`config.mk`:
```
export PLATFORM = sky130hd
export DESIGN_NAME = gaprc_queue
export DESIGN_NICKNAME = d
export VERILOG_FILES = /design/src/design/gaprc_pkg.sv /design/src/design/gaprc_queue.sv
export SDC_FILE = /design/constraint.sdc
export NUM_CORES = 1
export LEC_CHECK = 0
export BUFFER_PORTS_ARGS = -buffer_cell sky130_fd_sc_hd__buf_2
export CORE_ASPECT_RATIO = 1.1
export CORE_MARGIN = 2
export CORE_UTILIZATION = 44
export DETAILED_ROUTE_END_ITERATION = 12
export GPL_TIMING_DRIVEN = 0
export PLACE_DENSITY_LB_ADDON = 0.1
export REMOVE_ABC_BUFFERS = 1
export SLEW_MARGIN = 5
export SYNTH_ARGS = -nofsm -noshare
export SYNTH_HDL_FRONTEND = slang
export SYNTH_SLANG_ARGS = --single-unit
```
`constraint.sdc`:
```
create_clock -name i_clk -period 1.6 [get_ports i_clk]
set_input_delay 0.4 -clock i_clk [delete_from_list [all_inputs] [get_ports i_clk]]
set_output_delay 0.4 -clock i_clk [all_outputs]
set_load 0.05 [all_outputs]
```
`src/design/gaprc_pkg.sv`:
```
// Shared constants and types for the population rank and crossover block.
package gaprc_pkg;

    // Fixed field widths
    localparam int FIT_W      = 32;
    localparam int SLOT_W     = 4;
    localparam int RANK_W     = 4;
    localparam int CFG_W      = 5;
    localparam int CFG_IDX_W  = 1;
    localparam int GENE_WORDS = 4;

    // Configuration register indexes
    typedef enum logic [CFG_IDX_W-1:0] {
        CFG_POP_COUNT   = 1'b0,
        CFG_ELITE_COUNT = 1'b1
    } t_cfg_idx;

    localparam logic [CFG_W-1:0] POP_RESET   = 5'd10;
    localparam logic [CFG_W-1:0] ELITE_RESET = 5'd2;

    // Bank handback from the emit side to the load side
    typedef struct packed {
        logic valid;
        logic bank;
    } t_bank_rel;

endpackage

```
`src/design/gaprc_queue.sv`:
```
// Small register queue of finished batches between the load and emit sides.
module gaprc_queue #(
    parameter int WIDTH  = 8,
    parameter int DEPTH  = 2,
    localparam int PTR_W = (DEPTH > 1) ? $clog2(DEPTH) : 1,
    localparam int CNT_W = $clog2(DEPTH + 1)
) (
    input  logic             i_clk,
    input  logic             i_rst_n,
    input  logic             i_push_valid,
    output logic             o_push_ready,
    input  logic [WIDTH-1:0] i_push_data,
    output logic             o_pop_valid,
    input  logic             i_pop_ready,
    output logic [WIDTH-1:0] o_pop_data
);
    import gaprc_pkg::*;

    logic [WIDTH-1:0] r_mem [DEPTH];
    logic [PTR_W-1:0] r_wr_ptr;
    logic [PTR_W-1:0] r_rd_ptr;
    logic [CNT_W-1:0] r_count;
    logic             w_push;
    logic             w_pop;

    assign o_push_ready = (r_count != CNT_W'(DEPTH));
    assign o_pop_valid  = (r_count != '0);
    assign o_pop_data   = r_mem[r_rd_ptr];
    assign w_push       = i_push_valid && o_push_ready;
    assign w_pop        = o_pop_valid && i_pop_ready;

    // Hold entries
    always_ff @(posedge i_clk) begin
        if (w_push) begin
            r_mem[r_wr_ptr] <= i_push_data;
        end
    end

    // Advance pointers and occupancy
    always_ff @(posedge i_clk) begin
        if (!i_rst_n) begin
            r_wr_ptr <= '0;
            r_rd_ptr <= '0;
            r_count  <= '0;
        end else begin
            if (w_push) begin
                r_wr_ptr <= (r_wr_ptr == PTR_W'(DEPTH - 1)) ? '0 : r_wr_ptr + PTR_W'(1);
            end
            if (w_pop) begin
                r_rd_ptr <= (r_rd_ptr == PTR_W'(DEPTH - 1)) ? '0 : r_rd_ptr + PTR_W'(1);
            end
            if (w_push && !w_pop) begin
                r_count <= r_count + CNT_W'(1);
            end else if (w_pop && !w_push) begin
                r_count <= r_count - CNT_W'(1);
            end
        end
    end

endmodule

```
**Yosys cells after proc, flatten, opt, wreduce, memory -nomap -nowiden**

Memory sizes are Yosys's and may differ from the RTL's. A register that Yosys moved wholly into a read port is not among the register bits.
Cells that the tools add are included.

- RAM bits: 16
- Output and inout bits: 10
- Memories: 1
- Word-level logic and storage cells: 25
- Flip-flop bits (word level): 4
- Input port bits: 12

- $add $sub $neg: 4
- Eq/ne operators: 1
- Muxes and demuxes: 8
- Reductions and logical operators: 8

Memories:

| name | depth | bits a word | read ports | clocked after Yosys merged registers in | write ports | line | source |
|---|---|---|---|---|---|---|---|
| r_mem | 2 | 8 | 1 | 1 | 1 | gaprc_queue.sv:19 | `logic [WIDTH-1:0] r_mem [DEPTH];` |

Operator list:

| operator | number |
|---|---|
| 2-to-1 mux 1 bit | 6 |
| logical AND 1 bit | 4 |
| 2-to-1 mux 2 bit | 2 |
| nonzero test 2 bit | 2 |
| adder 1 bit (second input constant) | 2 |
| adder 2 x 1 -> 2 bit (second input constant) | 1 |
| logical NOT 1 bit | 2 |
| inequality test 2 bit (second input constant) | 1 |
| subtractor 2 x 1 -> 2 bit (second input constant) | 1 |

**Longest topological paths before layout**

- Word-level depth: 6
- Gate-level depth with buffers: 6
- Depth with buffers taken out: 6

**Worst setup path before layout**

OpenSTA, ideal clock, no wires.

- Kind: flip-flop to flip-flop
- Start point: register r_count[0]
- End point: register r_count[1]
- Period minus slack after synthesis: 1.598 ns
- Cell stages (with the launch flop): 6
- Required time: 1.530 ns
- Path buffers: 0
- Arrival time: 1.529 ns
- Slack: 0.002 ns
- Library setup time: 0.070 ns
- Path through: dfxtp_1 nand2b_4 and2_1 ha_1 or3_1 a21oi_1

- Word-level cells in the longest chain between the ends: 5
- Elaborated cells between the ends (all ways): 13
- Classes of those cells: add/sub: 2; eq/ne: 1; mux: 2; reduce/logical: 8

Ends and longest elaborated chain:

| item | line | source |
|---|---|---|
| from (decl) | gaprc_queue.sv:22 | `logic [CNT_W-1:0] r_count;` |
| from (signal assigned) | gaprc_queue.sv:53 | `r_count <= r_count + CNT_W'(1);` |
| from (signal assigned) | gaprc_queue.sv:55 | `r_count <= r_count - CNT_W'(1);` |
| inequality test 2 bit * | gaprc_queue.sv:26 | `assign o_push_ready = (r_count != CNT_W'(DEPTH));` |
| net o_push_ready | gaprc_queue.sv:11 | `output logic o_push_ready,` |
| logical AND 1 bit * | gaprc_queue.sv:29 | `assign w_push = i_push_valid && o_push_ready;` |
| logical NOT 1 bit | gaprc_queue.sv:54 | `end else if (w_pop && !w_push) begin` |
| logical AND 1 bit | gaprc_queue.sv:54 |  |
| nonzero test 2 bit (no line) | - |  |

Mark *: on every way through the listed nets, which the timed path passes. The rest lies on a longest branch. The select of a mux whose other input is x is not followed.
A chain may end at the register's enable or synchronous reset.

==> results.sh <==
export IMPL_outcome="finished with violations"
export IMPL_failed_checks="setup timing"
export IMPL_critPathRequiredTime_ns=1.20
export IMPL_synth_area_um2=810
export IMPL_synth_area_leaders="edfxtp_1 59%, dfxtp_1 12%, mux2_2 11%"
export IMPL_fp_dieW_um=44.9
export IMPL_dr_pass1_iters=4
export IMPL_grt_max_degree=13
export IMPL_diodes=0
export IMPL_finalInstanceArea_um2=1050
export IMPL_path_buf_inv=1
export IMPL_nets=88
export IMPL_tightest_slew_ns=0.386
export IMPL_placed_cells=88
export IMPL_gr_total_overflow=0
export IMPL_drive_above_1_share=0.527
export IMPL_cp_arrival_ns=1.24
export IMPL_synth_ff_type="edfxtp_1"
export IMPL_synth_edf_count=16
export IMPL_slowest_delay_ns=0.46
export IMPL_finalCritPeriodShare=1.02
export IMPL_cts_sinks=21
export IMPL_cp_cell_sequence="mux2_4, buf_6"
export IMPL_cts_tree="yes"
export IMPL_antenna_found_initial=0
export IMPL_ios=22
export IMPL_synth_top_cell_by_area="edfxtp_1"
export IMPL_avgViaCountPerCell=5.05
export IMPL_portBuffers=21
export IMPL_hold_class="in2reg"
export IMPL_rsz0062_at_grt="yes"
export IMPL_dieArea_um2=2200
export IMPL_power_density_nw_per_um2=1800
export IMPL_dpl_instance_area_um2=932
export IMPL_numCtsBuffers=3
export IMPL_cp_slowest_cell="dfxtp_4"
export IMPL_grt_pass1_wl_um=1990
export IMPL_slew_headroom=0.743
export IMPL_coreArea_um2=1760
export IMPL_yosys_warnings=0
export IMPL_startpoint_type="flop"
export IMPL_layout_common_cells="16 x edfxtp_1, 12 x buf_2, 8 x mux2_4, 8 x buf_6"
export IMPL_synth_top_area_frac=0.594
export IMPL_regArea_um2=587
export IMPL_fmax_mhz=611
export IMPL_remaining_drc_errors=0
export IMPL_initial_core_util=0.460
export IMPL_hold_viol=0
export IMPL_syn_inst=50
export IMPL_crit_family="flip-flops"
export IMPL_grt_pass1_vias=475
export IMPL_multiInputGateArea_um2=246
export IMPL_cts_buffer_depth=2
export IMPL_insertion_delay_ns=0.30
export IMPL_avgSynthCellArea_um2=16.2
export IMPL_seq_area_frac_synth=0.717
export IMPL_ant_nets=0
export IMPL_routedWlPerCell_um=13.5
export IMPL_synth_seq_cells=21
export IMPL_routed_wl_um=1250
export IMPL_final_common_cell="edfxtp_1"
export IMPL_criticalPathCategory="reg2out"
export IMPL_clkTransAtPathRegs_ns=0.12
export IMPL_cp_max_fo=8
export IMPL_clock_skew_ns=0.0103
export IMPL_worst_slack_ns=-0.0377
export IMPL_vias=465
export IMPL_async_flop_share=0
export IMPL_p_leak_nw=0.437
export IMPL_fin_cells=92
export IMPL_cts_root_buf="clkbuf_4"
export IMPL_finalSetupViolations=8
export IMPL_die_h_um=49.0
export IMPL_postCtsSetupRepairBufs=0
export IMPL_final_max_slew_viol_count=0
export IMPL_synth_cell_type_count=17
export IMPL_drt_iter0_drc=7
export IMPL_critPathCaptureType="output pin"
export IMPL_core_rowCount=16
export IMPL_maxCapViolCount=0
export IMPL_n_fill_cell=147
export IMPL_area_growth_pct=29.5
export IMPL_hpwl_um=890
export IMPL_fin_crit_ns=1.64
export IMPL_track_usage=0.124
export IMPL_gp_congestion=0.628
export IMPL_irDropWorstVdd_v=0.000935
export IMPL_cts_htree_levels=1
## cell type report
cell class / count / area share
timing repair buffer: 21 / 0.150
clock inverter: 1 / 0.00477
inverter: 2 / 0.00716
sequential: 21 / 0.560
clock buffer: 3 / 0.0215
multi-input combinational: 26 / 0.235
tap: 18 / 0.0215
## state kept, by name (all words and copies together) (netlist names), named ones only
| name | count |
|---|---|
| r_mem | 16 |
| r_rd_ptr | 1 |
| r_count | 2 |
| r_wr_ptr | 1 |
## worst register-to-register path, delay by kind of cell, from the launching register on
family | cells | cell delay [ns]
AOI/OAI and AO/OA | 1 | 0.14
adders and majority gates | 1 | 0.31
DFF | 1 | 0.37
and+or+nand+nor | 3 | 0.70
## cell families after synthesis
logic type / Yosys count / share of synthesized area
compound gates: 5 / 0.0371
xor+xnor: 3 / 0.0325
fa+ha+maj: 1 / 0.0155
buf+inv: 3 / 0.0155
flops: 21 / 0.717
mux: 8 / 0.111
simple gates: 9 / 0.0711
## layer usage
metal / up-vias / track usage / share of wire
li1: 228 / - / -
met1: 222 / 0.151 / 0.43
met2: 15 / 0.205 / 0.52
met3: 0 / 0.0259 / 0.055
met4: 0 / 0.0588 / 0
met5: - / 0 / 0
## repair_timing
action | 4_1_cts | 5_1_grt
hold buffers | 0 | 0
endpoints found under the setup margin | 8 | 11
resized for setup | 26 | 5
hold endpoints to repair | 0 | 0
## power by group
part           internal, mW  switching, mW
sequential            0.703         0.0865
clock                0.0930          0.157
combinational         0.355          0.492
## synthesized netlist by cell type, drive strengths merged, types with 2 or more instances
cell type,n
a21oi,2
nor2,3
edfxtp,16
xor2,3
inv,2
dfxtp,5
mux2,8
o21ai,2
## path summary, 6_finish.rpt
check | slack (ns) | end | startpoint | depth (start not counted)
hold reg to reg | 0.53 | r_rd_ptr | r_rd_ptr | 2
hold / removal | 0.28 | r_mem[0][5] | i_push_data[5] | 1
setup reg to reg | 0.03 | r_count[1] | r_count[0] | 5
setup / recovery | -0.04 | o_pop_data[1] | flop | 2
## per-stage QoR
step | TNS, ns | power [mW] | hold slack [ns] | utilization | setup WS (ns)
final | -0.260 | 1.89 | 0.281 | 0.595 | -0.0377
after global routing | -0.654 | 1.97 | 0.267 | 0.595 | -0.0838
after global placement | 0 | 1.47 | 0.485 | 0.529 | 0.0507
after floorplan | 0 | 1.34 | 0.472 | - | 0.00167
after detailed placement | 0 | 1.49 | 0.500 | 0.529 | 0.0243
after CTS | -0.397 | 1.88 | 0.271 | 0.592 | -0.0548
(Power assumes the default switching activity.)
