[src/design/gaprc_pkg.sv]
// Shared constants and types for the population rank and crossover block.
package gaprc_pkg;

    // Fixed field widths
    localparam int FIT_W      = 32;
    localparam int SLOT_W     = 4;
    localparam int RANK_W     = 4;
    localparam int CFG_W      = 5;
    localparam int CFG_IDX_W  = 1;
    localparam int GENE_WORDS = 4;

    // Configuration register indexes
    typedef enum logic [CFG_IDX_W-1:0] {
        CFG_POP_COUNT   = 1'b0,
        CFG_ELITE_COUNT = 1'b1
    } t_cfg_idx;

    localparam logic [CFG_W-1:0] POP_RESET   = 5'd10;
    localparam logic [CFG_W-1:0] ELITE_RESET = 5'd2;

    // Bank handback from the emit side to the load side
    typedef struct packed {
        logic valid;
        logic bank;
    } t_bank_rel;

endpackage

[src/design/gaprc_in_if.sv]
// Input channel: one individual (score and gene words) per transfer.
interface gaprc_in_if #(
    parameter int GENE_BITS = 32
) ();
    import gaprc_pkg::*;

    logic                    valid;
    logic                    ready;
    logic signed [FIT_W-1:0] fitness;
    logic [GENE_BITS-1:0]    gene_a;
    logic [GENE_BITS-1:0]    gene_b;
    logic [GENE_BITS-1:0]    gene_c;
    logic [GENE_BITS-1:0]    gene_d;

    modport source (output valid, fitness, gene_a, gene_b, gene_c, gene_d, input ready);
    modport sink   (input valid, fitness, gene_a, gene_b, gene_c, gene_d, output ready);
endinterface

[src/design/gaprc_front.sv]
// Load side: stores gene words, keeps a sorted row of scores, posts finished batches.
module gaprc_front #(
    parameter int MAX_POP   = 16,
    parameter int GENE_BITS = 32,
    localparam int IDX_W    = $clog2(MAX_POP),
    localparam int CNT_W    = $clog2(MAX_POP + 1),
    localparam int ORD_W    = MAX_POP * IDX_W,
    localparam int JOB_W    = ORD_W + 3 * CNT_W + 1,
    localparam int ROW_W    = gaprc_pkg::GENE_WORDS * GENE_BITS
) (
    input  logic                  i_clk,
    input  logic                  i_rst_n,
    gaprc_in_if.sink              i_item,
    input  logic [CNT_W-1:0]      i_pop,
    input  logic [CNT_W-1:0]      i_elite,
    output logic                  o_gene_we,
    output logic [IDX_W:0]        o_gene_addr,
    output logic [ROW_W-1:0]      o_gene_data,
    output logic                  o_push_valid,
    input  logic                  i_push_ready,
    output logic [JOB_W-1:0]      o_push_data,
    input  gaprc_pkg::t_bank_rel  i_rel
);
    import gaprc_pkg::*;

    logic signed [FIT_W-1:0] r_cell_fit [MAX_POP];
    logic signed [FIT_W-1:0] n_cell_fit [MAX_POP];
    logic [IDX_W-1:0]        r_cell_idx [MAX_POP];
    logic [IDX_W-1:0]        n_cell_idx [MAX_POP];
    logic [MAX_POP-1:0]      w_ge;
    logic [CNT_W-1:0]        r_load_cnt;
    logic [CNT_W-1:0]        w_cnt_inc;
    logic                    r_bank;
    logic [1:0]              r_bank_busy;
    logic                    w_accept;
    logic                    w_last;
    logic [JOB_W-1:0]        w_job;

    // Take an item only while its bank is free and the batch queue has room
    assign i_item.ready = !r_bank_busy[r_bank] && i_push_ready;
    assign w_accept     = i_item.valid && i_item.ready;
    assign w_cnt_inc    = r_load_cnt + CNT_W'(1);
    assign w_last       = (w_cnt_inc >= i_pop);

    // Gene words go straight into the bank being loaded
    assign o_gene_we   = w_accept;
    assign o_gene_addr = {r_bank, r_load_cnt[IDX_W-1:0]};
    assign o_gene_data = {i_item.gene_d, i_item.gene_c, i_item.gene_b, i_item.gene_a};

    // Insert the new score behind every stored score that is greater or equal
    always_comb begin
        for (int j = 0; j < MAX_POP; j++) begin
            w_ge[j] = (CNT_W'(j) < r_load_cnt) && (r_cell_fit[j] >= i_item.fitness);
        end
        if (w_ge[0]) begin
            n_cell_fit[0] = r_cell_fit[0];
            n_cell_idx[0] = r_cell_idx[0];
        end else begin
            n_cell_fit[0] = i_item.fitness;
            n_cell_idx[0] = r_load_cnt[IDX_W-1:0];
        end
        for (int j = 1; j < MAX_POP; j++) begin
            if (w_ge[j]) begin
                n_cell_fit[j] = r_cell_fit[j];
                n_cell_idx[j] = r_cell_idx[j];
            end else if (w_ge[j-1]) begin
                n_cell_fit[j] = i_item.fitness;
                n_cell_idx[j] = r_load_cnt[IDX_W-1:0];
            end else begin
                n_cell_fit[j] = r_cell_fit[j-1];
                n_cell_idx[j] = r_cell_idx[j-1];
            end
        end
    end

    always_ff @(posedge i_clk) begin
        if (w_accept) begin
            r_cell_fit <= n_cell_fit;
            r_cell_idx <= n_cell_idx;
        end
    end

    // Pack the finished batch: sorted load order, loaded count, size, elite, bank
    always_comb begin
        w_job = '0;
        for (int j = 0; j < MAX_POP; j++) begin
            w_job[j*IDX_W +: IDX_W] = n_cell_idx[j];
        end
        w_job[ORD_W +: CNT_W]             = w_cnt_inc;
        w_job[ORD_W + CNT_W +: CNT_W]     = i_pop;
        w_job[ORD_W + 2 * CNT_W +: CNT_W] = i_elite;
        w_job[JOB_W-1]                    = r_bank;
    end

    assign o_push_valid = w_accept && w_last;
    assign o_push_data  = w_job;

    // Count loads, swap banks on each finished batch, free banks as they drain
    always_ff @(posedge i_clk) begin
        if (!i_rst_n) begin
            r_load_cnt  <= '0;
            r_bank      <= 1'b0;
            r_bank_busy <= '0;
        end else begin
            if (i_rel.valid) begin
                r_bank_busy[i_rel.bank] <= 1'b0;
            end
            if (w_accept) begin
                if (w_last) begin
                    r_load_cnt          <= '0;
                    r_bank              <= ~r_bank;
                    r_bank_busy[r_bank] <= 1'b1;
                end else begin
                    r_load_cnt <= w_cnt_inc;
                end
            end
        end
    end

endmodule

[src/flat_wrapper.sv]
// flat-port wrapper written by rule: the top's interface ports become plain ports
module gaprc_front_flat import gaprc_pkg::*;
#(
    parameter int MAX_POP   = 16,
    parameter int GENE_BITS = 32,
    localparam int IDX_W    = $clog2(MAX_POP),
    localparam int CNT_W    = $clog2(MAX_POP + 1),
    localparam int ORD_W    = MAX_POP * IDX_W,
    localparam int JOB_W    = ORD_W + 3 * CNT_W + 1,
    localparam int ROW_W    = gaprc_pkg::GENE_WORDS * GENE_BITS
)
  (i_clk, i_rst_n, i_pop, i_elite, o_gene_we, o_gene_addr, o_gene_data, o_push_valid, i_push_ready, o_push_data, i_rel, i_item_valid, i_item_fitness, i_item_gene_a, i_item_gene_b, i_item_gene_c, i_item_gene_d, i_item_ready);
  gaprc_in_if #(.GENE_BITS(GENE_BITS)) i_item_i ();
  input  logic i_clk;
  input  logic i_rst_n;
  input  logic [CNT_W-1:0] i_pop;
  input  logic [CNT_W-1:0] i_elite;
  output logic o_gene_we;
  output logic [IDX_W:0] o_gene_addr;
  output logic [ROW_W-1:0] o_gene_data;
  output logic o_push_valid;
  input  logic i_push_ready;
  output logic [JOB_W-1:0] o_push_data;
  input  gaprc_pkg::t_bank_rel i_rel;
  input wire logic [$bits(i_item_i.valid)-1:0] i_item_valid;
  input wire logic [$bits(i_item_i.fitness)-1:0] i_item_fitness;
  input wire logic [$bits(i_item_i.gene_a)-1:0] i_item_gene_a;
  input wire logic [$bits(i_item_i.gene_b)-1:0] i_item_gene_b;
  input wire logic [$bits(i_item_i.gene_c)-1:0] i_item_gene_c;
  input wire logic [$bits(i_item_i.gene_d)-1:0] i_item_gene_d;
  output wire logic [$bits(i_item_i.ready)-1:0] i_item_ready;
  assign i_item_i.valid = i_item_valid;
  assign i_item_i.fitness = i_item_fitness;
  assign i_item_i.gene_a = i_item_gene_a;
  assign i_item_i.gene_b = i_item_gene_b;
  assign i_item_i.gene_c = i_item_gene_c;
  assign i_item_i.gene_d = i_item_gene_d;
  assign i_item_ready = i_item_i.ready;
  gaprc_front #(.MAX_POP(MAX_POP), .GENE_BITS(GENE_BITS)) u_core (.i_clk(i_clk), .i_rst_n(i_rst_n), .i_item(i_item_i), .i_pop(i_pop), .i_elite(i_elite), .o_gene_we(o_gene_we), .o_gene_addr(o_gene_addr), .o_gene_data(o_gene_data), .o_push_valid(o_push_valid), .i_push_ready(i_push_ready), .o_push_data(o_push_data), .i_rel(i_rel));
endmodule
[config.mk]
export PLATFORM = sky130hd
export DESIGN_NAME = gaprc_front_flat
export DESIGN_NICKNAME = d
export VERILOG_FILES = /design/src/design/gaprc_pkg.sv /design/src/design/gaprc_in_if.sv /design/src/design/gaprc_front.sv /design/src/flat_wrapper.sv
export SDC_FILE = /design/constraint.sdc
export NUM_CORES = 2
export LEC_CHECK = 0
export ABC_AREA = 1
export BUFFER_PORTS_ARGS = -buffer_cell sky130_fd_sc_hd__buf_2
export CAP_MARGIN = 10
export CORE_MARGIN = 3
export CORE_UTILIZATION = 30
export DETAILED_ROUTE_END_ITERATION = 7
export PLACE_DENSITY = 0.48
export SLEW_MARGIN = 20
export SYNTH_ARGS = -nofsm -noshare
export SYNTH_HDL_FRONTEND = slang
export SYNTH_SLANG_ARGS = --single-unit
[constraint.sdc]
create_clock -name i_clk -period 5.9 [get_ports i_clk]
set_input_delay 0.885 -clock i_clk [delete_from_list [all_inputs] [get_ports i_clk]]
set_output_delay 0.885 -clock i_clk [all_outputs]
set_load 0.03 [all_outputs]
; After elaboration in Yosys (flattened, before gate mapping)
; Index checks and enable logic that the tools add are counted.
[op_classes]
bitwise_logic = 20
mux = 57
magnitude_cmp = 37
reduce_logical = 39
n_addsub = 1
[ops]
columns = op, n
row1 = $ge 32x32->1, 16
row2 = $mux 32, 15
row3 = $mux 4, 31
row4 = $lt 4x5->1 const A, 8
row5 = $reduce_and 2->1, 17
row6 = $logic_and 1x1->1, 21
row7 = $lt 3x5->1 const A, 4
row8 = $not 1->1, 17
row9 = $lt 1x5->1 const A, 2
row10 = $lt 2x5->1 const A, 2
row11 = $mux 2, 4
row12 = $add 5x1->5 const B, 1
row13 = $ge 5x5->1, 1
row14 = $mux 5, 1
row15 = $lt 1x2->1 const B, 2
row16 = $mux 1, 4
row17 = $and 2x2->2, 1
row18 = $demux 1 s1, 2
row19 = $ge 1x1->1 const B, 2
row20 = $not 2->2, 1
row21 = $or 2x2->2, 1
row22 = $logic_not 1->1, 1
[word_totals]
out_inout_bits = 216
regBits = 584
input_bits = 176
wordCells = 189

; Longest topological paths before layout
[logic_depth]
depth_word = 11
depth_mapped = 20
ltp_nobuf = 20

; Worst setup path after synthesis
; Ideal clock, no wire load.
[synth_path]
kind = input port to flip-flop
start = input port i_item_fitness[31]
end = register u_core.r_cell_fit[480] (netlist bit) (enable)
slack_ps = 1098
setup_ps = 432
path_buffers = 1
arrival_ps = 4370
t_required_ps = 5468
stages = 12
path_cell_list = inv_1 > clkbuf_1 > ha_1 > nand2_1 > o21ai_0 > nor2_1 > nand2_1 > a21oi_1 > nand2_1 > nand2_1 > nand3_4 > a21oi_1
[synth_between]
elab_chain_len = 4
[synth_lines]
columns = element, line
row1 = from (decl), flat_wrapper.sv:26  ; input wire logic [$bits(i_item_i.fitness)-1:0] i_item_fitness;
row2 = $ge 32x32->1, gaprc_front.sv:53  ; w_ge[j] = (CNT_W'(j) < r_load_cnt) && (r_cell_fit[j] >= i_item.fitness);
row3 = $logic_and 1x1->1, gaprc_front.sv:53
row4 = $not 1->1 (no line), --
row5 = $reduce_and 2->1 (no line), --
row6 = to (signal assigned), gaprc_front.sv:78  ; r_cell_fit <= n_cell_fit;
row7 = to (decl), gaprc_front.sv:26  ; logic signed [FIT_W-1:0] r_cell_fit [MAX_POP];
; Every way passes these cells.
; A chain may end at the register's enable or synchronous reset.

; Final worst setup path
[layout_path]
start = input port i_item_fitness[30]
end = output port o_push_data[61]
[layout_between]
elab_chain_len = 4
elab_cells_between_ends = 6
cone_classes = order compare: 2 / mux: 2 / reduce/logical: 2
[layout_lines]
columns = element, line
row1 = $ge 32x32->1, gaprc_front.sv:53
row2 = $logic_and 1x1->1, gaprc_front.sv:53
row3 = $mux 4, gaprc_front.sv:66  ; end else if (w_ge[j-1]) begin
row4 = $mux 4 *, gaprc_front.sv:63  ; if (w_ge[j]) begin
row5 = to (decl), flat_wrapper.sv:23  ; output logic [JOB_W-1:0] o_push_data;
; Every way passes the cells marked *; elsewhere a longest branch is shown, timed or not.

==> qor.txt <==
Final instance area -> 41900 um2
EDFF count, synth -> 576
Worst Skew -> 0.0286 ns
CTS max path bufs -> 3
Initial antenna violation count -> 1
Synth unique cells -> 43
GPL Wtd Cong -> 0.764
Setup TNS -> 0 ns
Layout cells sized above 1 -> 9.99%
Arr. time, crit path -> 3.93 ns
Syn Area/Cell -> 9.28 um2
Die height -> 363 um
Post-synthesis cell area -> 38200 um2
R2r startpoint -> u_core.r_cell_fit[31]$_DFFE_PP_
Synth async-reset ratio -> 0%
Post-route ant nets -> 0
Startpoint types -> input port
Top cells by area, synth -> edfxtp_1, ha_1, nand2_1
Slew HR -> 31.6%
DRT Pass-1 Iters -> 6
CTS Sinks -> 584
Worst Setup End Kind -> primary output
R2R depth -> 12
DP HPWL -> 63900 um
Min Tclk post-route -> 4.82 ns
Max IR drop VDD -> 0.000214 V
Final setup fails -> 0
Critical path type -> input port to primary output
Die X -> 363 um
GRT met1 Usage -> 16.1%
Sequential area share after synthesis -> 45.7%
CTS tree -> yes
Yosys warns -> 0
Grt met2 use -> 20.9%
Hold slack -> 0.452 ns
Global Route Usage Sum -> 12.2%
# rows -> 130
Max cap viols -> 0
Starting Density -> 30.3%
Final global-route overflow total -> 0
Post-Syn Nets -> 4811
Fin. max-slew vios -> 0
Wirelength, routed -> 80500 um
Vias in the first global route -> 25923
Synth Flop Type -> edfxtp_1
Post-CTS sizing -> 0
Port buffer count -> 125
Vias -> 26605
Crit path required time -> 5.02 ns
Final #Nets -> 4823
# hold bufs at CTS -> 0
Die area -> 132000 um2
H-tree depth -> 3
Largest net degree at the start of global routing -> 74
Most common library cell in the layout ignoring fill and taps -> nand2_1
Worst R2R Setup Slack -> 2.66 ns
Clk_lat worst skew -> 0.61 ns
Clock edge transition at the registers on the reported setup and hold paths -> 0.06 ns
Grt met3 use -> 2.09%
Area growth from synthesis to layout -> 9.56%
Unrepaired setup endpoints after global routing -> no
CP Max Fanout -> 22
Reg2Reg Capture Point -> u_core.r_cell_fit[14]$_DFFE_PP_
Largest area contributor in the netlist -> edfxtp_1
Most frequent cells in the layout -> nand2_1, edfxtp_1, ha_1, o21ai_1, o21ai_0
Part of the cycle the worst path needs -> 81.7%
Status -> finished clean
Total power -> 0.0119 W
Top-Level Pins -> 392
WHS Path Cells -> 1
Setup Buffers After CTS -> 0
Hold Path Class -> input port to register
Syn Inst Count -> 4117
Core area -> 126000 um2
Hold Path End -> u_core.r_cell_fit[510]$_DFFE_PP_
Gr busiest metal -> met2
LEAKAGE -> 18.7 nW
Final hold vios -> 0
Clock root cell -> clkbuf_16
Flops & latches, synth -> 584
Fmax -> 207 MHz
HP Start -> i_item_fitness[30]
CTS Buf Count -> 70
DR iter-0 viols -> 1218
Global-route wire length before repair -> 132000 um
# diodes -> 0
Least-Margin Pin Slew -> 1.02 ns
PwrDens -> 284 nW/um2
Placed inst area -> 39700 um2
Avg Vias per Cell -> 4.56
Share of the synthesized area in the top cell type -> 45.3%
Drt drc -> 0
Routed WL per cell -> 13.8 um
area by class of cell:
type / instances / area [um2]
well taps: 1650 / 2060
flip-flops and latches: 584 / 17500
repair buffers: 231 / 1460
multi-input cells: 2997 / 17800
clock buffers: 86 / 1900
inverters: 245 / 920
fillers: 12902 / 84200
clock inverters: 41 / 294
stage by stage:
step	setup slack (ns)	utilization [%]	instances
2_1_floorplan	1.10	-	4117
3_3_place_gp	0.961	31.5	5707
3_5_place_dp	0.871	31.5	5707
4_1_cts	0.849	33.2	5834
5_1_grt	0.674	33.2	5834
6_report	1.08	33.2	5834
where the power goes:
group | internal, W | switching [W] | leakage (nW)
logic | 0.000827 | 0.00167 | 12.1
registers | 0.00507 | 0.000165 | 5.46
clock network | 0.00245 | 0.00173 | 1.08
layer usage:
metal,wire length [um],part of all wire [%],up-vias
met2,37700,47,302
met4,1450,1.8,0
met1,38600,48,11953
met3,2770,3.4,106
met5,0,0,-
li1,-,-,14244
worst max path at each step:
| stage | from | to | slack, ns | depth (start not counted) |
|---|---|---|---|---|
| 3_3_place_gp | i_item_fitness[30] | o_push_data[61] | 0.96 | 15 |
| 6_report | i_item_fitness[30] | o_push_data[61] | 1.08 | 15 |
| 3_5_place_dp | i_item_fitness[30] | o_push_data[60] | 0.87 | 15 |
| 2_1_floorplan | i_item_fitness[31] | u_core.r_cell_fit[480]$_DFFE_PP_ | 1.10 | 12 |
| 4_1_cts | i_item_fitness[30] | o_push_data[60] | 0.85 | 15 |
| 5_1_grt | i_item_fitness[30] | o_push_data[61] | 0.67 | 17 |
cells in the mapped netlist (22+ instances only):
cell type	n
nand3_1	126
nor2_1	173
a21oi_1	243
o21ai_1	282
o21a_1	22
nand4_1	35
clkbuf_1	39
nand2_1	1224
inv_1	240
ha_1	518
edfxtp_1	576
o21ai_0	253
buf_4	178
buf_2	27
buf_6	41
logic make-up after synthesis:
| logic type | count (synthesis) | share of synthesized area (%) |
|---|---|---|
| compound gates | 843 | 11.5 |
| xor+xnor | 2 | 0.0458 |
| fa+ha+maj | 518 | 17.0 |
| buf+inv | 536 | 7.93 |
| flops | 584 | 45.7 |
| simple gates | 1634 | 17.8 |
critical path, stage by stage:
cell     delay (ns)
buf_2          0.10
inv_1          0.29
buf_4          0.36
ha_1           0.19
nand2_1        0.06
nor2_1         0.16
nand4_1        0.20
nor4_1         0.46
nand4_1        0.28
nand3_1        0.19
nand2_1        0.13
inv_1          0.22
nand2_1        0.08
nand2_1        0.09
buf_2          0.21
registers in the layout (all words and copies together), names as in the netlist:
| signal | flops |
|---|---|
| u_core.r_bank_busy | 2 |
| u_core.r_bank | 1 |
| u_core.r_load_cnt | 5 |
| u_core.r_cell_fit | 512 |
| u_core.r_cell_idx | 64 |
No activity file was read; power rests on OpenSTA's default activity.
