--- config.mk ---
export PLATFORM = sky130hd
export DESIGN_NAME = gaprc_back_flat
export DESIGN_NICKNAME = d
export VERILOG_FILES = /design/src/design/gaprc_pkg.sv /design/src/design/gaprc_out_if.sv /design/src/design/gaprc_back.sv /design/src/flat_wrapper.sv
export SDC_FILE = /design/constraint.sdc
export NUM_CORES = 2
export LEC_CHECK = 0
export BUFFER_PORTS_ARGS = -buffer_cell sky130_fd_sc_hd__clkbuf_2
export CAP_MARGIN = 40
export CORE_MARGIN = 2
export CORE_UTILIZATION = 40
export DETAILED_ROUTE_END_ITERATION = 10
export MAX_ROUTING_LAYER = met4
export PLACE_DENSITY = 0.61
export SYNTH_ARGS = -nofsm -noshare
export SYNTH_HDL_FRONTEND = slang
export SYNTH_MEMORY_MAX_BITS = 65536
export SYNTH_SLANG_ARGS = --single-unit
export TNS_END_PERCENT = 10
--- constraint.sdc ---
create_clock -name i_clk -period 42.1 [get_ports i_clk]
set_input_delay 12.63 -clock i_clk [delete_from_list [all_inputs] [get_ports i_clk]]
set_output_delay 12.63 -clock i_clk [all_outputs]
set_load 0.01 [all_outputs]
--- src/design/gaprc_pkg.sv ---
// Shared constants and types for the population rank and crossover block.
package gaprc_pkg;

    // Fixed field widths
    localparam int FIT_W      = 32;
    localparam int SLOT_W     = 4;
    localparam int RANK_W     = 4;
    localparam int CFG_W      = 5;
    localparam int CFG_IDX_W  = 1;
    localparam int GENE_WORDS = 4;

    // Configuration register indexes
    typedef enum logic [CFG_IDX_W-1:0] {
        CFG_POP_COUNT   = 1'b0,
        CFG_ELITE_COUNT = 1'b1
    } t_cfg_idx;

    localparam logic [CFG_W-1:0] POP_RESET   = 5'd10;
    localparam logic [CFG_W-1:0] ELITE_RESET = 5'd2;

    // Bank handback from the emit side to the load side
    typedef struct packed {
        logic valid;
        logic bank;
    } t_bank_rel;

endpackage

--- src/design/gaprc_out_if.sv ---
// Output channel: one next-generation individual per transfer.
interface gaprc_out_if #(
    parameter int GENE_BITS = 32
) ();
    import gaprc_pkg::*;

    logic                 valid;
    logic                 ready;
    logic [SLOT_W-1:0]    slot;
    logic [GENE_BITS-1:0] child_a;
    logic [GENE_BITS-1:0] child_b;
    logic [GENE_BITS-1:0] child_c;
    logic [GENE_BITS-1:0] child_d;
    logic [RANK_W-1:0]    head_parent_rank;
    logic [RANK_W-1:0]    tail_parent_rank;
    logic                 final_slot;

    modport source (output valid, slot, child_a, child_b, child_c, child_d,
                    head_parent_rank, tail_parent_rank, final_slot, input ready);
    modport sink   (input valid, slot, child_a, child_b, child_c, child_d,
                    head_parent_rank, tail_parent_rank, final_slot, output ready);
endinterface

--- src/design/gaprc_back.sv ---
// Emit side: builds the rank table for a batch, then streams the next generation.
module gaprc_back #(
    parameter int MAX_POP   = 16,
    parameter int GENE_BITS = 32,
    localparam int IDX_W    = $clog2(MAX_POP),
    localparam int CNT_W    = $clog2(MAX_POP + 1),
    localparam int ORD_W    = MAX_POP * IDX_W,
    localparam int JOB_W    = ORD_W + 3 * CNT_W + 1,
    localparam int ROW_W    = gaprc_pkg::GENE_WORDS * GENE_BITS
) (
    input  logic                  i_clk,
    input  logic                  i_rst_n,
    input  logic                  i_gene_we,
    input  logic [IDX_W:0]        i_gene_addr,
    input  logic [ROW_W-1:0]      i_gene_data,
    input  logic                  i_pop_valid,
    output logic                  o_pop_ready,
    input  logic [JOB_W-1:0]      i_pop_data,
    gaprc_out_if.source           o_result,
    output gaprc_pkg::t_bank_rel  o_rel
);
    import gaprc_pkg::*;

    localparam int GENE_DEPTH = 2 * (1 << IDX_W);

    typedef enum logic [1:0] {
        ST_IDLE,
        ST_SCAN,
        ST_EMIT
    } t_state;

    // Memories
    logic [ROW_W-1:0] r_gene_mem [GENE_DEPTH];
    logic [IDX_W-1:0] r_rank_mem [MAX_POP];

    // Sequencer
    t_state           r_state;
    logic [IDX_W-1:0] r_ord [MAX_POP];
    logic [CNT_W-1:0] r_scan_left;
    logic [CNT_W-1:0] r_wr;
    logic [CNT_W-1:0] r_n;
    logic [CNT_W-1:0] r_elite;
    logic             r_bank;
    logic [CNT_W-1:0] r_k;
    logic [CNT_W-1:0] r_head;
    logic [CNT_W-1:0] r_tail;

    logic             w_keep;
    logic             w_stall;
    logic             w_elite_slot;
    logic [CNT_W-1:0] w_hp;
    logic [CNT_W-1:0] w_tp;
    logic             w_last_slot;
    logic [CNT_W:0]   w_head_sum;

    // Stage A: rank table read
    logic             r_a_valid;
    logic [IDX_W-1:0] r_a_src_h;
    logic [IDX_W-1:0] r_a_src_t;
    logic [CNT_W-1:0] r_a_k;
    logic [CNT_W-1:0] r_a_hp;
    logic [CNT_W-1:0] r_a_tp;
    logic             r_a_last;
    logic             r_a_bank;

    // Stage B: gene read
    logic             r_b_valid;
    logic [ROW_W-1:0] r_b_head_row;
    logic [ROW_W-1:0] r_b_tail_row;
    logic [CNT_W-1:0] r_b_k;
    logic [CNT_W-1:0] r_b_hp;
    logic [CNT_W-1:0] r_b_tp;
    logic             r_b_last;
    logic             r_b_bank;

    // Output register
    logic                 r_out_valid;
    logic [SLOT_W-1:0]    r_out_slot;
    logic [GENE_BITS-1:0] r_out_a;
    logic [GENE_BITS-1:0] r_out_b;
    logic [GENE_BITS-1:0] r_out_c;
    logic [GENE_BITS-1:0] r_out_d;
    logic [RANK_W-1:0]    r_out_hp;
    logic [RANK_W-1:0]    r_out_tp;
    logic                 r_out_last;

    assign o_pop_ready = (r_state == ST_IDLE);
    assign w_keep      = (CNT_W'(r_ord[0]) < r_n);
    assign w_stall     = r_out_valid && !o_result.ready;

    // Parent selection for the slot being issued
    assign w_elite_slot = (r_k < r_elite);
    assign w_hp         = w_elite_slot ? r_k : r_head;
    assign w_tp         = w_elite_slot ? r_k : r_tail;
    assign w_last_slot  = (r_k == r_n - CNT_W'(1));
    assign w_head_sum   = {1'b0, r_head} + (CNT_W + 1)'(2);

    // Sequencer: take a batch, filter the sorted order into the rank table, issue slots
    always_ff @(posedge i_clk) begin
        if (!i_rst_n) begin
            r_state     <= ST_IDLE;
            r_scan_left <= '0;
            r_wr        <= '0;
            r_k         <= '0;
            r_head      <= '0;
            r_tail      <= '0;
        end else begin
            unique case (r_state)
                ST_IDLE: begin
                    if (i_pop_valid) begin
                        for (int j = 0; j < MAX_POP; j++) begin
                            r_ord[j] <= i_pop_data[j*IDX_W +: IDX_W];
                        end
                        r_scan_left <= i_pop_data[ORD_W +: CNT_W];
                        r_n         <= i_pop_data[ORD_W + CNT_W +: CNT_W];
                        r_elite     <= i_pop_data[ORD_W + 2 * CNT_W +: CNT_W];
                        r_bank      <= i_pop_data[JOB_W-1];
                        r_wr        <= '0;
                        r_state     <= ST_SCAN;
                    end
                end
                ST_SCAN: begin
                    for (int j = 0; j < MAX_POP - 1; j++) begin
                        r_ord[j] <= r_ord[j+1];
                    end
                    if (w_keep) begin
                        r_wr <= r_wr + CNT_W'(1);
                    end
                    r_scan_left <= r_scan_left - CNT_W'(1);
                    if (r_scan_left == CNT_W'(1)) begin
                        r_k     <= '0;
                        r_head  <= '0;
                        r_tail  <= CNT_W'(1);
                        r_state <= ST_EMIT;
                    end
                end
                ST_EMIT: begin
                    if (!w_stall) begin
                        r_k <= r_k + CNT_W'(1);
                        if (!w_elite_slot) begin
                            if (w_head_sum >= {1'b0, r_n}) begin
                                r_head <= CNT_W'(1);
                                r_tail <= '0;
                            end else begin
                                r_head <= w_head_sum[CNT_W-1:0];
                                r_tail <= r_tail + CNT_W'(2);
                            end
                        end
                        if (w_last_slot) begin
                            r_state <= ST_IDLE;
                        end
                    end
                end
                default: r_state <= ST_IDLE;
            endcase
        end
    end

    // Rank table write: drop load indices beyond the population size
    always_ff @(posedge i_clk) begin
        if (r_state == ST_SCAN && w_keep) begin
            r_rank_mem[r_wr[IDX_W-1:0]] <= r_ord[0];
        end
    end

    // Gene store write from the load side
    always_ff @(posedge i_clk) begin
        if (i_gene_we) begin
            r_gene_mem[i_gene_addr] <= i_gene_data;
        end
    end

    // Stage A: look up load indices of both parents
    always_ff @(posedge i_clk) begin
        if (!i_rst_n) begin
            r_a_valid <= 1'b0;
        end else if (!w_stall) begin
            r_a_valid <= (r_state == ST_EMIT);
        end
    end

    always_ff @(posedge i_clk) begin
        if (!w_stall) begin
            r_a_src_h <= r_rank_mem[w_hp[IDX_W-1:0]];
            r_a_src_t <= r_rank_mem[w_tp[IDX_W-1:0]];
            r_a_k     <= r_k;
            r_a_hp    <= w_hp;
            r_a_tp    <= w_tp;
            r_a_last  <= w_last_slot;
            r_a_bank  <= r_bank;
        end
    end

    // Stage B: fetch both parents' gene rows
    always_ff @(posedge i_clk) begin
        if (!i_rst_n) begin
            r_b_valid <= 1'b0;
        end else if (!w_stall) begin
            r_b_valid <= r_a_valid;
        end
    end

    always_ff @(posedge i_clk) begin
        if (!w_stall) begin
            r_b_head_row <= r_gene_mem[{r_a_bank, r_a_src_h}];
            r_b_tail_row <= r_gene_mem[{r_a_bank, r_a_src_t}];
            r_b_k        <= r_a_k;
            r_b_hp       <= r_a_hp;
            r_b_tp       <= r_a_tp;
            r_b_last     <= r_a_last;
            r_b_bank     <= r_a_bank;
        end
    end

    // Output register: first half from head parent, second half from tail parent
    always_ff @(posedge i_clk) begin
        if (!i_rst_n) begin
            r_out_valid <= 1'b0;
        end else if (!w_stall) begin
            r_out_valid <= r_b_valid;
        end
    end

    always_ff @(posedge i_clk) begin
        if (!w_stall) begin
            r_out_slot <= SLOT_W'(r_b_k);
            r_out_a    <= r_b_head_row[0 +: GENE_BITS];
            r_out_b    <= r_b_head_row[GENE_BITS +: GENE_BITS];
            r_out_c    <= r_b_tail_row[2 * GENE_BITS +: GENE_BITS];
            r_out_d    <= r_b_tail_row[3 * GENE_BITS +: GENE_BITS];
            r_out_hp   <= RANK_W'(r_b_hp);
            r_out_tp   <= RANK_W'(r_b_tp);
            r_out_last <= r_b_last;
        end
    end

    // Hand the bank back once the last slot's genes are captured
    assign o_rel.valid = !w_stall && r_b_valid && r_b_last;
    assign o_rel.bank  = r_b_bank;

    assign o_result.valid            = r_out_valid;
    assign o_result.slot             = r_out_slot;
    assign o_result.child_a          = r_out_a;
    assign o_result.child_b          = r_out_b;
    assign o_result.child_c          = r_out_c;
    assign o_result.child_d          = r_out_d;
    assign o_result.head_parent_rank = r_out_hp;
    assign o_result.tail_parent_rank = r_out_tp;
    assign o_result.final_slot       = r_out_last;

endmodule

--- src/flat_wrapper.sv ---
// flat-port wrapper written by rule: the top's interface ports become plain ports
module gaprc_back_flat import gaprc_pkg::*;
#(
    parameter int MAX_POP   = 16,
    parameter int GENE_BITS = 32,
    localparam int IDX_W    = $clog2(MAX_POP),
    localparam int CNT_W    = $clog2(MAX_POP + 1),
    localparam int ORD_W    = MAX_POP * IDX_W,
    localparam int JOB_W    = ORD_W + 3 * CNT_W + 1,
    localparam int ROW_W    = gaprc_pkg::GENE_WORDS * GENE_BITS
)
  (i_clk, i_rst_n, i_gene_we, i_gene_addr, i_gene_data, i_pop_valid, o_pop_ready, i_pop_data, o_rel, o_result_valid, o_result_slot, o_result_child_a, o_result_child_b, o_result_child_c, o_result_child_d, o_result_head_parent_rank, o_result_tail_parent_rank, o_result_final_slot, o_result_ready);
  gaprc_out_if #(.GENE_BITS(GENE_BITS)) o_result_i ();
  input  logic i_clk;
  input  logic i_rst_n;
  input  logic i_gene_we;
  input  logic [IDX_W:0] i_gene_addr;
  input  logic [ROW_W-1:0] i_gene_data;
  input  logic i_pop_valid;
  output logic o_pop_ready;
  input  logic [JOB_W-1:0] i_pop_data;
  output gaprc_pkg::t_bank_rel o_rel;
  output wire logic [$bits(o_result_i.valid)-1:0] o_result_valid;
  output wire logic [$bits(o_result_i.slot)-1:0] o_result_slot;
  output wire logic [$bits(o_result_i.child_a)-1:0] o_result_child_a;
  output wire logic [$bits(o_result_i.child_b)-1:0] o_result_child_b;
  output wire logic [$bits(o_result_i.child_c)-1:0] o_result_child_c;
  output wire logic [$bits(o_result_i.child_d)-1:0] o_result_child_d;
  output wire logic [$bits(o_result_i.head_parent_rank)-1:0] o_result_head_parent_rank;
  output wire logic [$bits(o_result_i.tail_parent_rank)-1:0] o_result_tail_parent_rank;
  output wire logic [$bits(o_result_i.final_slot)-1:0] o_result_final_slot;
  input wire logic [$bits(o_result_i.ready)-1:0] o_result_ready;
  assign o_result_valid = o_result_i.valid;
  assign o_result_slot = o_result_i.slot;
  assign o_result_child_a = o_result_i.child_a;
  assign o_result_child_b = o_result_i.child_b;
  assign o_result_child_c = o_result_i.child_c;
  assign o_result_child_d = o_result_i.child_d;
  assign o_result_head_parent_rank = o_result_i.head_parent_rank;
  assign o_result_tail_parent_rank = o_result_i.tail_parent_rank;
  assign o_result_final_slot = o_result_i.final_slot;
  assign o_result_i.ready = o_result_ready;
  gaprc_back #(.MAX_POP(MAX_POP), .GENE_BITS(GENE_BITS)) u_core (.i_clk(i_clk), .i_rst_n(i_rst_n), .i_gene_we(i_gene_we), .i_gene_addr(i_gene_addr), .i_gene_data(i_gene_data), .i_pop_valid(i_pop_valid), .o_pop_ready(o_pop_ready), .i_pop_data(i_pop_data), .o_result(o_result_i), .o_rel(o_rel));
endmodule
; Word level (Yosys, flattened, before mapping)
; Memory sizes are Yosys's and may differ from the RTL's. A register that Yosys moved wholly into a read port is not among the register bits.
; Cells that the tools add are included.
[word_totals]
register_bits = 210
ramBits = 4224
in_bits = 218
mem_count = 3
[classes]
add_sub_neg = 6
n_lt_le_gt_ge = 3
eq_ne = 10
n_mux = 50
bitwise_logic = 15
reduce_logical = 19
[memory_table]
columns = memory, words, width, rd, rd_clocked_by_memory_dff, wr, line
row1 = u_core.r_gene_mem, 32, 128, 2, 2, 1, gaprc_back.sv:33  ; logic [ROW_W-1:0] r_gene_mem [GENE_DEPTH];
row2 = u_core.r_ord, 16, 4, 16, 0, 16, gaprc_back.sv:38  ; logic [IDX_W-1:0] r_ord [MAX_POP];
row3 = u_core.r_rank_mem, 16, 4, 2, 2, 1, gaprc_back.sv:34  ; logic [IDX_W-1:0] r_rank_mem [MAX_POP];
[ops]
columns = operator, n
row1 = two-way mux 4 bit, 17
row2 = two-way mux 5 bit, 12
row3 = case mux 5 bit (2 select lines), 5
row4 = OR 1 bit, 15
row5 = two-way mux 1 bit, 11
row6 = adder 5 x 1 -> 5 bit (second input constant), 2
row7 = subtractor 5 x 1 -> 5 bit (second input constant), 2
row8 = AND reduction 3 bit, 3
row9 = two-way mux 2 bit, 4
row10 = AND reduction 4 bit, 2
row11 = adder 5 x 2 -> 6 bit (second input constant), 1
row12 = greater-or-equal comparator 6 x 5 -> 1 bit, 1
row13 = zero test 1 bit, 6
row14 = != test 2 x 1 -> 1 bit (second input constant), 3
row15 = != test 2 bit (second input constant), 3
row16 = case mux 2 bit (3 select lines), 1
row17 = adder 5 x 2 -> 5 bit (second input constant), 1
row18 = == test 5 x 1 -> 1 bit (second input constant), 1
row19 = == test 5 bit, 1
row20 = less-than comparator 4 x 5 -> 1 bit, 1
row21 = less-than comparator 5 bit, 1
row22 = logical AND 1 bit, 4
row23 = nonzero test 2 bit, 2
row24 = == test 2 x 1 -> 1 bit (second input constant), 1
row25 = other kinds (3), 3

; Logic depth before layout (Yosys ltp)
[depth]
depth_word = 6
mapped_depth = 11
depth_no_buf = 10

; Worst setup path after synthesis
; OpenSTA, ideal clock, no wires.
[synth_path]
path_type = input -> output
start = in o_result_ready
end = out o_rel[1] (netlist name)
arrival_time_ns = 19.356
setup_slack_ns = 10.114
cell_stages = 3
n_path_buf = 0
cell_sequence = nor2b_1 inv_1 and3_1
[synth_rtl]
columns = item, line
row1 = from (decl), flat_wrapper.sv:32  ; input wire logic [$bits(o_result_i.ready)-1:0] o_result_ready;
row2 = to (decl), flat_wrapper.sv:22  ; output gaprc_pkg::t_bank_rel o_rel;

==> run metrics <==
Routed Antenna Nets=0; Starting Density=40.2%; clock tree from TritonCTS=done; Setup Skew=99.0 ps; simple-gate share of the synthesized area=0.563%; Core Region=around 430,000 sq um; CTS buffer count=460; post-synthesis xor/xnor area fraction=0.0916%; first-pass GRT wire length=slightly below 600,000 microns; hold_buf cts=0; VDD IR-drop max=0.0530 mV; Root Buffer=clkbuf_16; Relative slew margins=27.5%; crit-path max FO=68; crit path launch type=primary input; met2 WL=212,000 microns; initial antenna violation count=70; Crit Path Class=in -> out; Post-synth EDFFs=around 4.5k; WHS Path Cells=0; Pwr Density=60.8 nW/um^2; clock sink total=4,568; R2R depth=8; total number of vias=76.5k; Synth Warn #=0; die extent in x=between 600 and 700 microns; Max Cap Violations=0; Fmax=0.0375 GHz; Gate Count Post-Synth=6,820; Bufs on Longest Clock Path=4; Fin. Hold Viols=0; Final Slew Violations=0; Die Area=435,000 sq um; CP Data Arrival Time=between 10,000 and 15,000 ps; largest net degree at the start of global routing=about 100; Hold Crit Class=reg -> reg; synthesized flop and latch total=4,568; mux contribution to synthesized area=18.2%; CP Capture Type=primary output; status=finished, final reports clean; Metal-1 WL=171,000 microns; register area share after synthesis=79.6%; Slew @ Worst Pin=1090 ps; Overflow after GRT=0; final WL=417,000 microns; mapped cell area=172,000 sq um; fraction of registers with async set or reset after synthesis=0%; gr usage total=19.5%; Mapped Avg Cell Area=25.2 sq um; complex-gate fraction of the synthesized area=0.526%; post-CTS sizing=0; H-tree Lvls=5; drt wl/cell=30.6 microns; clock slew at the register clock pins of the worst setup and hold paths=60 ps; crit share post-route=approximately 63%; I/O Pins=363; Iter 0 DRT Violations=slightly below 9k; largest family of logic cells by synthesized area=multiplexers; routability congestion estimate=~0.77; hpwl dp=215,000 microns; final setup fails=0; TNS Setup=0 ps; adder-cell share of the synthesized area=less than 1%; Core Rows=240; syn nets=7,063; top sig layer=met4; Post-CTS Setup Bufs=0; DR pass1 iterations=5; ys flop type=edfxtp_1; IO buf count=362; vias in the first global route=between 70k and 80k; met3 WL post-DR=~26,000 microns; RSZ-0062 raised after global routing=false; share of layout cells above drive strength 1=a little over a third; worst skew pair latency=1020 ps; post-synthesis cell type count=66; Req. time, crit path=29,470 ps; # nets final=between 7k and 8k; drt drc=0; die outline height=660 microns; Pwr Total=12.0 mW; Area Growth Syn to Fin=15.1%; Avg Vias per Cell=5.60; minimum clock period=26,660 ps; Pleak=62.4 nW
[sequential cells by signal, indices dropped and copies added (netlist names), 5 cells and up]
name                     cells
u_core.r_gene_mem         4096
u_core.r_rank_mem           64
u_core.r_elite               5
u_core.r_k                   5
u_core.o_result.child_d     32
u_core.r_ord                64
u_core.o_result.child_c     32
u_core.o_result.child_a     32
u_core.r_head                5
u_core.r_scan_left           5
u_core.r_n                   5
u_core.r_b_head_row         64
u_core.r_b_tail_row         64
u_core.o_result.child_b     32
[layout make-up]
cell class | count | area [sq um]
sequential | 4568 | 137000
clock inverter | 317 | 3180
antenna | 39 | 97.6
multi-input combinational | 1887 | 34000
clock buffer | 537 | 11800
fill | 34600 | 230000
tap | 5687 | 7120
inverter | 37 | 146
timing repair buffer | 569 | 4770
[path summary, 6_finish.rpt]
| kind | start | end | slack, ps |
|---|---|---|---|
| worst max register to register | u_core.r_a_src_t[0] | u_core.r_b_tail_row[80] | 37060 |
| worst max-delay path | o_result_ready | o_rel[1] | 15440 |
| worst min-delay path | u_core.r_b_head_row[52] | u_core.o_result.child_b[20] | 400 |
| worst min register to register | u_core.r_b_head_row[52] | u_core.o_result.child_b[20] | 400 |
[cell families (layout without fill, tap and decap cells)]
group	after synthesis	after routing
compound gates	115	115
xor+xnor	18	18
fa+ha+maj	25	25
buf+inv	365	1460
flops	4568	4568
mux	1513	1513
other cells	0	39
simple gates	216	216
[worst max-delay path, cell delays in order]
cell and delay, ps:
clkbuf_2 80, nor2b_1 530, inv_8 340, and3_1 310
clkbuf_2 130
[cells in the final DEF, fill, tap and decap left out, types with 8 or more instances in the layout]
| cell | count |
|---|---|
| a21oi_1 | 18 |
| mux4_2 | 1280 |
| nand3b_1 | 8 |
| inv_6 | 10 |
| clkbuf_1 | 75 |
| clkinvlp_4 | 25 |
| dfxtp_1 | 28 |
| o21ai_0 | 13 |
| buf_16 | 47 |
| buf_12 | 37 |
| a21o_1 | 11 |
| clkinv_2 | 107 |
| mux2i_1 | 44 |
| xnor2_1 | 11 |
| nand2_1 | 57 |
| nor2_1 | 64 |
| edfxtp_1 | 4540 |
| mux2_2 | 189 |
| clkbuf_16 | 462 |
| ha_1 | 25 |
| nand4_1 | 9 |
| nand3_1 | 12 |
| inv_16 | 11 |
| bufinv_16 | 46 |
| diode_2 | 39 |
| inv_1 | 33 |
| nor3_1 | 8 |
| clkinv_1 | 99 |
| clkbuf_2 | 362 |
| buf_4 | 121 |
| clkinv_16 | 9 |
| nor2_4 | 32 |
[through the flow]
step / hold WS [ps] / instances / setup WS [ps] / instance area [sq um] / util [%]
2_1_floorplan: 400 / 6820 / 10110 / 172000 / -
3_3_place_gp: 403 / 12700 / 15270 / 181000 / 42.4
3_5_place_dp: 405 / 12700 / 15400 / 183000 / 42.7
4_1_cts: 392 / 13600 / 15400 / 198000 / 46.3
5_1_grt: 402 / 13600 / 15330 / 198000 / 46.3
6_report: 397 / 13600 / 15440 / 198000 / 46.3
[Yosys cell counts (5+ instances only)]
cell	n	area share (%)
a211oi_1	6	0.026
a21o_1	11	0.048
a21oi_1	19	0.055
a221oi_1	7	0.036
a32oi_1	7	0.036
buf_1	103	0.22
buf_2	22	0.064
buf_4	5	0.022
clkbuf_1	197	0.43
dfxtp_1	28	0.33
edfxtp_1	4540	79
ha_1	25	0.18
inv_1	34	0.074
mux2_2	189	1.2
mux2i_1	44	0.26
mux4_2	1280	17
nand2_1	57	0.12
nand2b_1	5	0.018
nand3_1	12	0.035
nand3b_1	8	0.035
nand4_1	9	0.033
nor2_1	97	0.21
nor3_1	8	0.023
o21ai_0	13	0.038
xnor2_1	11	0.056
xor2_1	7	0.036
[power breakdown]
group / leakage [nW] / switching, mW / internal, mW
logic: 13.3 / 1.28 / 1.34
registers: 41.7 / 0.0888 / 5.27
clock network: 7.32 / 1.76 / 2.31
[metal layers]
metal	vias up	track usage, %
met5	-	-
met4	0	4.13
met3	581	3.02
met2	2717	32.2
met1	42100	25.8
li1	31100	-
No activity file was read; power rests on OpenSTA's default activity.
